## config.mk

```make
export PLATFORM = sky130hd
export DESIGN_NAME = shift_insert_delete_list
export DESIGN_NICKNAME = d
export VERILOG_FILES = /design/src/rtl/sidl_pkg.sv /design/src/rtl/sidl_cell.sv /design/src/rtl/sidl_reduce.sv /design/src/rtl/shift_insert_delete_list.sv
export SDC_FILE = /design/constraint.sdc
export NUM_CORES = 2
export LEC_CHECK = 0
export BUFFER_PORTS_ARGS = -buffer_cell sky130_fd_sc_hd__buf_2
export CAP_MARGIN = 5
export CORE_MARGIN = 2
export CORE_UTILIZATION = 45
export DETAILED_ROUTE_END_ITERATION = 8
export GPL_TIMING_DRIVEN = 0
export REMOVE_ABC_BUFFERS = 1
export SLEW_MARGIN = 20
export SYNTH_ARGS = -nofsm -noshare
export SYNTH_HDL_FRONTEND = slang
export SYNTH_SLANG_ARGS = --single-unit
```

## constraint.sdc

```tcl
create_clock -name aclk -period 14.8 [get_ports aclk]
set_input_delay 2.96 -clock aclk [delete_from_list [all_inputs] [get_ports aclk]]
set_output_delay 2.96 -clock aclk [all_outputs]
set_load 0.01 [all_outputs]
```

## src/rtl/sidl_pkg.sv

```systemverilog
// ----------------------------------------------------------------------------
// sidl_pkg: shared types and constants of the shift insert/delete list
// Request and status codes, cell operation codes and the control word
// broadcast to every cell of the list.
// ----------------------------------------------------------------------------
package sidl_pkg;

    localparam int MODE_W   = 3;
    localparam int POS_W    = 8;
    localparam int VALUE_W  = 32;
    localparam int STATUS_W = 2;
    // wide enough for any index and for a count up to the largest capacity
    localparam int BCAST_W  = 9;
    // words OR-ed per group in the first read reduction stage
    localparam int RED_GROUP = 16;

    typedef enum logic [MODE_W-1:0] {
        MODE_PUSH   = 3'd0,
        MODE_POP    = 3'd1,
        MODE_INSERT = 3'd2,
        MODE_DELETE = 3'd3,
        MODE_READ   = 3'd4
    } mode_t;

    typedef enum logic [STATUS_W-1:0] {
        ST_OK    = 2'd0,
        ST_RANGE = 2'd1,
        ST_FULL  = 2'd2,
        ST_EMPTY = 2'd3
    } status_t;

    typedef enum logic [1:0] {
        CELL_HOLD   = 2'd0,
        CELL_INSERT = 2'd1,
        CELL_DELETE = 2'd2
    } cell_op_t;

    typedef struct packed {
        cell_op_t              op;
        logic [BCAST_W-1:0]    lo;
        logic [BCAST_W-1:0]    hi;
        logic                  rd_en;
        logic [BCAST_W-1:0]    rd_idx;
        logic [VALUE_W-1:0]    value;
    } cell_ctrl_t;

endpackage

```

## src/rtl/sidl_cell.sv

```systemverilog
// ----------------------------------------------------------------------------
// sidl_cell: one slot of the list
// Holds one word; loads the new word, takes the left or right neighbor's
// word, or holds, and captures its word for the read path when selected.
// ----------------------------------------------------------------------------
module sidl_cell #(
    parameter int IDX = 0
) (
    input  logic                       aclk,
    input  logic                       en,
    input  sidl_pkg::cell_ctrl_t       ctrl,
    input  logic [sidl_pkg::VALUE_W-1:0] left_word,
    input  logic [sidl_pkg::VALUE_W-1:0] right_word,
    output logic [sidl_pkg::VALUE_W-1:0] word,
    output logic [sidl_pkg::VALUE_W-1:0] rd_word
);
    import sidl_pkg::*;

    localparam logic [BCAST_W-1:0] MY_IDX = BCAST_W'(IDX);

    logic [VALUE_W-1:0] word_reg, word_next;
    logic [VALUE_W-1:0] rd_reg, rd_next;

    always_comb begin
        word_next = word_reg;
        case (ctrl.op)
            CELL_INSERT: begin
                if (MY_IDX == ctrl.lo) begin
                    word_next = ctrl.value;
                end else if (MY_IDX > ctrl.lo && MY_IDX <= ctrl.hi) begin
                    word_next = left_word;
                end
            end
            CELL_DELETE: begin
                if (MY_IDX >= ctrl.lo && MY_IDX < ctrl.hi) begin
                    word_next = right_word;
                end
            end
            default: word_next = word_reg;
        endcase
        rd_next = (ctrl.rd_en && MY_IDX == ctrl.rd_idx) ? word_reg : '0;
    end

    always_ff @(posedge aclk) begin
        if (en) begin
            word_reg <= word_next;
            rd_reg   <= rd_next;
        end
    end

    assign word    = word_reg;
    assign rd_word = rd_reg;

endmodule

```

## src/rtl/sidl_reduce.sv

```systemverilog
// ----------------------------------------------------------------------------
// sidl_reduce: read path reduction
// ORs the masked cell words in registered groups, then ORs the groups.
// ----------------------------------------------------------------------------
module sidl_reduce #(
    parameter int N = 16
) (
    input  logic                         aclk,
    input  logic                         load,
    input  logic [sidl_pkg::VALUE_W-1:0] words [N],
    output logic [sidl_pkg::VALUE_W-1:0] result
);
    import sidl_pkg::*;

    localparam int GROUPS = (N + RED_GROUP - 1) / RED_GROUP;

    logic [VALUE_W-1:0] grp_reg  [GROUPS];
    logic [VALUE_W-1:0] grp_next [GROUPS];

    always_comb begin
        for (int g = 0; g < GROUPS; g++) begin
            grp_next[g] = '0;
            for (int k = 0; k < RED_GROUP; k++) begin
                if (g * RED_GROUP + k < N) begin
                    grp_next[g] = grp_next[g] | words[g * RED_GROUP + k];
                end
            end
        end
    end

    always_ff @(posedge aclk) begin
        if (load) begin
            for (int g = 0; g < GROUPS; g++) begin
                grp_reg[g] <= grp_next[g];
            end
        end
    end

    always_comb begin
        result = '0;
        for (int g = 0; g < GROUPS; g++) begin
            result = result | grp_reg[g];
        end
    end

endmodule

```

## src/rtl/shift_insert_delete_list.sv

```systemverilog
// ----------------------------------------------------------------------------
// shift_insert_delete_list: ordered list of signed words with fixed capacity
// A row of cells holds the list; insert and delete shift the cells from the
// position to the count one slot over, at once, when a request is accepted.
//
// Channels: s_ carries requests (mode, position, value), m_ carries one
// result beat per request (read value, status, count after the request).
// Each request passes cell capture, the grouped OR stage and the output
// register; a new request waits until the previous one has passed cell
// capture and the grouped OR stage and has reached the output register.
// Insert and delete are as fast as other requests: cells shift in parallel.
// Reset clears the count and the pipeline; slot contents are not cleared
// and are only read below the count.
// When the receiver stalls, the result holds on m_ and the block takes at
// most one further request, whose result waits in the reduction stage.
// ----------------------------------------------------------------------------
module shift_insert_delete_list #(
    parameter int CAPACITY = 16,
    localparam int CW    = $clog2(CAPACITY + 1),
    localparam int OUT_W = ((sidl_pkg::VALUE_W + sidl_pkg::STATUS_W + CW + 7) / 8) * 8
) (
    input  logic             aclk,
    input  logic             aresetn,
    input  logic             s_tvalid,
    output logic             s_tready,
    input  logic [47:0]      s_tdata,   // mode[2:0], position[10:3], value[42:11]
    output logic             m_tvalid,
    input  logic             m_tready,
    output logic [OUT_W-1:0] m_tdata    // read_value[31:0], status[33:32], count
);
    import sidl_pkg::*;

    localparam logic [BCAST_W-1:0] CAP_B = BCAST_W'(CAPACITY);

    logic [MODE_W-1:0]  req_mode;
    logic [POS_W-1:0]   req_pos;
    logic [VALUE_W-1:0] req_value;

    assign req_mode  = s_tdata[MODE_W-1:0];
    assign req_pos   = s_tdata[MODE_W +: POS_W];
    assign req_value = s_tdata[MODE_W + POS_W +: VALUE_W];

    logic [CW-1:0]      count_reg, count_next;
    logic               p0_reg, p1_reg, ov_reg;
    status_t            st0_reg, st1_reg, st_out_reg, st_next;
    logic [CW-1:0]      cnt0_reg, cnt1_reg, cnt_out_reg;
    logic [VALUE_W-1:0] rd_out_reg;
    cell_ctrl_t         ctrl;
    logic               accept, out_load, adv01;
    logic [BCAST_W-1:0] cnt_b, pos_b, cnt_b_next;
    logic               full;

    logic [VALUE_W-1:0] words    [CAPACITY];
    logic [VALUE_W-1:0] rd_words [CAPACITY];
    logic [VALUE_W-1:0] rd_sum;

    assign s_tready = !p0_reg && !p1_reg;
    assign accept   = s_tvalid && s_tready;
    assign out_load = p1_reg && (!ov_reg || m_tready);
    assign adv01    = p0_reg && (!p1_reg || out_load);

    assign cnt_b = BCAST_W'(count_reg);
    assign pos_b = BCAST_W'(req_pos);
    assign full  = cnt_b >= CAP_B;

    always_comb begin
        ctrl.op     = CELL_HOLD;
        ctrl.lo     = pos_b;
        ctrl.hi     = cnt_b;
        ctrl.rd_en  = 1'b0;
        ctrl.rd_idx = pos_b;
        ctrl.value  = req_value;
        st_next     = ST_OK;
        cnt_b_next  = cnt_b;
        case (req_mode)
            MODE_PUSH: begin
                if (full) begin
                    st_next = ST_FULL;
                end else begin
                    ctrl.op    = CELL_INSERT;
                    ctrl.lo    = cnt_b;
                    cnt_b_next = cnt_b + 1'b1;
                end
            end
            MODE_POP: begin
                if (cnt_b == '0) begin
                    st_next = ST_EMPTY;
                end else begin
                    ctrl.rd_en  = 1'b1;
                    ctrl.rd_idx = cnt_b - 1'b1;
                    cnt_b_next  = cnt_b - 1'b1;
                end
            end
            MODE_INSERT: begin
                if (pos_b > cnt_b) begin
                    st_next = ST_RANGE;
                end else if (full) begin
                    st_next = ST_FULL;
                end else begin
                    ctrl.op    = CELL_INSERT;
                    cnt_b_next = cnt_b + 1'b1;
                end
            end
            MODE_DELETE: begin
                if (pos_b >= cnt_b) begin
                    st_next = ST_RANGE;
                end else begin
                    ctrl.op    = CELL_DELETE;
                    ctrl.hi    = cnt_b - 1'b1;
                    cnt_b_next = cnt_b - 1'b1;
                end
            end
            MODE_READ: begin
                if (pos_b >= cnt_b) begin
                    st_next = ST_RANGE;
                end else begin
                    ctrl.rd_en = 1'b1;
                end
            end
            default: st_next = ST_OK;
        endcase
        count_next = accept ? cnt_b_next[CW-1:0] : count_reg;
    end

    for (genvar i = 0; i < CAPACITY; i++) begin : g_cell
        logic [VALUE_W-1:0] left_w, right_w;
        if (i == 0) begin : g_first
            assign left_w = '0;
        end else begin : g_mid_l
            assign left_w = words[i-1];
        end
        if (i == CAPACITY - 1) begin : g_last
            assign right_w = '0;
        end else begin : g_mid_r
            assign right_w = words[i+1];
        end
        sidl_cell #(.IDX(i)) u_cell (
            .aclk       (aclk),
            .en         (accept),
            .ctrl       (ctrl),
            .left_word  (left_w),
            .right_word (right_w),
            .word       (words[i]),
            .rd_word    (rd_words[i])
        );
    end

    sidl_reduce #(.N(CAPACITY)) u_reduce (
        .aclk   (aclk),
        .load   (adv01),
        .words  (rd_words),
        .result (rd_sum)
    );

    always_ff @(posedge aclk) begin
        if (!aresetn) begin
            count_reg <= '0;
            p0_reg    <= 1'b0;
            p1_reg    <= 1'b0;
            ov_reg    <= 1'b0;
        end else begin
            count_reg <= count_next;
            p0_reg    <= accept || (p0_reg && !adv01);
            p1_reg    <= adv01 || (p1_reg && !out_load);
            ov_reg    <= out_load || (ov_reg && !m_tready);
        end
    end

    always_ff @(posedge aclk) begin
        if (accept) begin
            st0_reg  <= st_next;
            cnt0_reg <= cnt_b_next[CW-1:0];
        end
        if (adv01) begin
            st1_reg  <= st0_reg;
            cnt1_reg <= cnt0_reg;
        end
        if (out_load) begin
            rd_out_reg  <= rd_sum;
            st_out_reg  <= st1_reg;
            cnt_out_reg <= cnt1_reg;
        end
    end

    assign m_tvalid = ov_reg;
    assign m_tdata  = OUT_W'({cnt_out_reg, st_out_reg, rd_out_reg});

endmodule

```

# After elaboration in Yosys (flattened, before gate mapping)
# Memories as Yosys holds them, arrays and structs flattened. A register that Yosys moved wholly into a read port is not among the register bits.
# Index checks and enable logic that the tools add are counted.
# classes
addsub	2
order_cmp	67
eq_ne	68
mux	87
n_bitwise	15
n_reduce_logical	88
# ops
operator	count
$mux W32	48
$pmux W32 S2	16
$or A32 B32 Y32	15
$eq A4 B9 Y1 const A	16
$eq A3 B9 Y1 const A	8
$ge A4 B9 Y1 const A	8
$gt A4 B9 Y1 const A	8
$le A4 B9 Y1 const A	8
$lt A4 B9 Y1 const A	8
$reduce_and A4 Y1	16
$logic_and A1 B1 Y1	55
$ne A3 B1 Y1 const B	16
$eq A2 B9 Y1 const A	4
$ge A3 B9 Y1 const A	4
$gt A3 B9 Y1 const A	4
$le A3 B9 Y1 const A	4
$lt A3 B9 Y1 const A	4
$mux W9	4
$ne A2 B1 Y1 const B	16
$logic_not A9 Y1	3
$mux W10	2
$pmux W5 S4	1
$eq A1 B9 Y1 const A	2
$ge A1 B9 Y1 const A	2
28 further kinds	55
# totals
regBits	1053
mem_bits_rw	32
in_bits	52
out_inout_bits	42
n_memories	1
# mem_list
name	depth	width	rd	rd_clocked_by_memory_dff	write_ports	line	text
u_reduce.grp_reg	1	32	1	1	1	sidl_reduce.sv:17	logic [VALUE_W-1:0] grp_reg [GROUPS];

# Depth between registers and ports, before layout
# logic_depth
ltp_word	15
ltp_mapped	18
depth_no_buf	15

# Cells and area by module
# A second synthesis with hierarchy kept.
# unflattened
cells_unflattened	4647
hier_area_um2	55490.7
# modules_own_cells
module	instances	cells_each	area_each_um2
sidl_cell (g_cell[12].u_cell)	1	273	3395.8
sidl_cell (g_cell[10].u_cell)	1	275	3394.5
sidl_cell (g_cell[1].u_cell)	1	271	3357.0
sidl_cell (g_cell[4].u_cell)	1	274	3306.9
sidl_cell (g_cell[0].u_cell)	1	272	3299.4
sidl_cell (g_cell[6].u_cell)	1	274	3298.2
sidl_cell (g_cell[14].u_cell)	1	274	3285.7
sidl_cell (g_cell[15].u_cell)	1	272	3183.1
sidl_cell (g_cell[2].u_cell)	1	274	3158.0
shift_insert_delete_list	1	276	3151.8
sidl_cell (g_cell[3].u_cell)	1	273	3145.5
sidl_cell (g_cell[9].u_cell)	1	226	2965.3
sidl_cell (g_cell[8].u_cell)	1	221	2941.6
sidl_cell (g_cell[13].u_cell)	1	222	2932.8
4 more rows	n/a	n/a	n/a

# Least setup slack after synthesis
# OpenSTA, ideal clock, no wires.
# synth_timing
kind	input port to flip-flop
startpoint	in s_tvalid
endpoint	reg cnt0_reg[0] (enable)
setup_time_ps	862
t_arrival_ps	13033
required_ps	13938
setup_slack_ps	905
path_stages	2
path_buffers	0
cell_sequence	nand2_1 inv_1
# synth_between
elab_chain_len	1
# synth_rtl
item	line	text
start: declaration	shift_insert_delete_list.sv:24	input logic s_tvalid,
$logic_and A1 B1 Y1	shift_insert_delete_list.sv:58	assign accept = s_tvalid && s_tready;
net accept	shift_insert_delete_list.sv:49	logic accept, out_load, adv01;
end signal: assignment	shift_insert_delete_list.sv:172	cnt0_reg <= cnt_b_next[CW-1:0];
end: declaration	shift_insert_delete_list.sv:46	logic [CW-1:0] cnt0_reg, cnt1_reg, cnt_out_reg;
# The timed path passes the listed nets, and every way through them passes these cells.
# A chain may end at the register's enable or synchronous reset.

# Worst setup path after layout
# layout_timing
startpoint	in s_tdata[6]
endpoint	reg g_cell[11].u_cell.word_reg[9] (enable)
# layout_between
elab_chain_len	7
elab_cells_between_ends	22
classes_between	order compare (6); eq/ne (5); mux (7); reduce/logical (4)
# layout_rtl
item	line	text
start: declaration	shift_insert_delete_list.sv:26	input logic [47:0] s_tdata,
$ge A8 B5 Y1	shift_insert_delete_list.sv:105	if (pos_b >= cnt_b) begin
$mux W9	shift_insert_delete_list.sv:105	
$mux W9	shift_insert_delete_list.sv:75	case (req_mode)
$le A4 B9 Y1 / $lt A4 B9 Y1 (equally long branches)	sidl_cell.sv:30, sidl_cell.sv:35	
$logic_and A1 B1 Y1, on equally long branches	sidl_cell.sv:30, sidl_cell.sv:35	
$ne A3 B1 Y1 (no source line) / $ne A2 B1 Y1 (equally long branches)	n/a	
$reduce_and A4 Y1 (no source line) *	n/a	
end signal: assignment	sidl_cell.sv:46	word_reg <= word_next;
end: declaration	sidl_cell.sv:21	logic [VALUE_W-1:0] word_reg, word_next;
# Mark *: on every way between the ends. The rest lies on a longest branch, timed or not.

==> metrics.csv <==
metric,value,unit
clk root buf,clkbuf_16,
leading post-synthesis cells by instance count,"edfxtp_1, nand2_1, and2_1, o21ai_0, mux2i_1",
number of buffers added for setup after CTS,0,
area growth from synthesis to layout,15.65,%
Die Height,337.6,um
PnR worst setup slack,7.690,ns
"Non-Filler Cell Area, Final",57910,um^2
"Remaining Overflow, GRT",0,
routed length on met3,10070,um
via total after detailed routing,31440,
Max Cap Violations,0,
post-placement setup slack,7.080,ns
total power of the final layout,6.662,mW
leak pwr,20.18,nW
leading cell type by number of instances after synthesis,edfxtp_1,
fraction of post-synthesis cell area in the top cell type by area,66.51,%
most frequently used flop master after synthesis,edfxtp_1,
result of the run,finished clean,
hold buffers post-CTS,0,
ratio of cells with drive above 1 in the final layout,10.55,%
"area leader, netlist",edfxtp_1,
number of top-level design ports,94,
uppermost layer routed,met5,
final worst clock skew,0.02611,ns
share of synthesized flip-flops with an asynchronous set or reset,0,%
core utilization of the finished layout,52.40,%
vias per cell,5.647,
"buffers from clock root to sink, at most",3,
net total in the final layout,4038,
first drt pass iteration count,5,
CTS tree,built,
critical path endpoint category,flip-flop,
area post-placement,54290,um^2
pin count of the biggest net entering global routing,105,
sinks on the clock net,1117,
final count of negative-setup-slack endpoints,0,
Crit Path Class,in2reg,
data required time at the worst endpoint,15.19,ns
Routed met2 length,61100,um
"Distinct cells, synth",70,
Wirelength per Cell,24.11,um
remaining design rule violation count,0,
wire length of the first global-routing pass,198500,um
remaining max-slew budget at the tightest pin,29.90,%
post-synthesis sequential element count,1117,
count of flip-flops with a built-in enable after synthesis,1109,
synth top area cells,"edfxtp_1, mux2i_1, and2_1",
routed length on met1,59400,um
worst-path fanout max,13,
worst skew pair latency,0.71,ns
slew at the pin with the worst max-slew slack,1.044,ns
number of buffers added by the clock tree synthesis step,119,
critical path arrival,7.50,ns
final critical-path required period,7.110,ns
GRT Total Usage,23.62,%
IO buf count,87,
PD cells,115.0,nW/um^2
number of global-route vias before repair,30411,
launch point of the worst path,s_tdata[6],
combined area of all synthesized cells,50070,um^2
"antenna viol nets, final",0,
Routed Wire Length,134200,um
number of pins exceeding their max-slew limit in the final report,0,
startpoint of the lowest-slack hold path,cnt0_reg[4],
dpl hpwl,90280,um
maximum vdd ir drop,0.00009537,V
synthesized area divided by synthesized cell count,12.77,um^2
post-synthesis instance total,3921,
Iteration-0 DRC Markers,3235,
Die Outline Area,114000,um^2
placeable core region,110500,um^2
# rows,122,
Die X-Extent,337.6,um
number of levels the H-tree was split into,3,
setup repair after global routing missed its margin,false,
initial core utilization,45.31,%
Synth warnings,0,
number of antenna violations at the first check in global routing,12,
"CTS clk-pin slew, worst paths",0.06,ns
FF-to-FF Start,count_reg[4],
startpoint type of the worst setup path,primary input,
post-cts resize count,0,
gpl congestion,0.8328,
sequential share of the synthesized area,66.83,%
crit share post-route,48.04,%
number of hold-slack violations in the final timing report,0,
path category of the worst min-delay check,reg2reg,
Highest Clock Rate,140.7,MHz
cell usage in the layout, fill, tap and decap left out, types with 10 or more instances in the layout:
cell type  netlist  routed
edfxtp_1      1109    1109
nand2_1        619     610
and2_1         516     516
o21ai_0        458     457
mux2i_1        457     457
nor4_1         128     128
clkbuf_16        0     120
buf_2           22      87
buf_16           0      66
a21oi_1         57      53
o21ai_1         44      44
clkinv_1         2      44
nand4_1         34      34
buf_12           0      30
clkinv_2         0      27
nor2_1          42      24
nor2_4           3      21
clkbuf_1       212      18
nand3_1         18      17
buf_6            5      16
inv_1           12      11
nor3_1          10      10
nand2_4          0      10
area by class of cell:
type	count	area, um^2
fillers	9347	52610
flip-flops and latches	1117	33460
multi-input cells	2520	15810
repair buffers	203	3093
clock buffers	138	3070
well taps	1488	1862
clock inverters	84	536.8
inverters	15	63.81
diodes	3	7.507
power breakdown:
group	leakage, nW	switching (mW)	internal [mW]
Clock	1.78	1.24	1.55
Combinational	7.84	0.181	0.0753
Sequential	10.6	0.0381	3.57
Total	20.2	1.46	5.20
layer usage:
metal | vias up | track usage (%)
li1 | 14494 | -
met1 | 15565 | 34.11
met2 | 1157 | 36.88
met3 | 218 | 3.545
met4 | 6 | 7.300
met5 | - | 0
cell families after synthesis:
kind of cell,after synthesis,share of synthesized area (%)
other,1,0.007489
multiplexers,460,9.203
AND/OR/NAND/NOR,1406,14.28
XOR/XNOR,7,0.1224
AO/OA/AOI/OAI,636,6.854
adder cells (fa/ha/maj),10,0.2499
buffers and inverters,284,2.454
flip-flops,1117,66.83
through the flow:
step | TNS (ns) | hold WS [ns] | cells
global route | 0 | 0.4190 | 5566
detailed placement | 0 | 0.4045 | 5343
finish | 0 | 0.4134 | 5568
global placement | - | 0.4027 | 5227
CTS | 0 | 0.4163 | 5565
floorplan | -7637.44 | 0.4003 | 3652
critical path, stage by stage:
cell     delay (ns)
buf_2          0.14
ha_1           0.32
a21o_1         0.23
a21oi_1        0.17
a32oi_1        0.11
o21ai_0        0.57
and3_1         0.39
ha_1           0.28
nor2_1         0.53
nand2_1        0.37
o32ai_1        0.22
o41ai_1        0.18
a21oi_4        0.54
buf_12         0.26
buf_16         0.19
path summary, 6_finish.rpt:
path                                to  slack, ns  cells past startpoint
max          g_cell[11].u_cell.word[9]       7.69                     15
min                        cnt1_reg[4]       0.41                      0
max reg2reg  g_cell[11].u_cell.word[9]       8.86                     15
min reg2reg                cnt1_reg[4]       0.41                      0
Note: power is estimated with default switching activity, not from simulation.
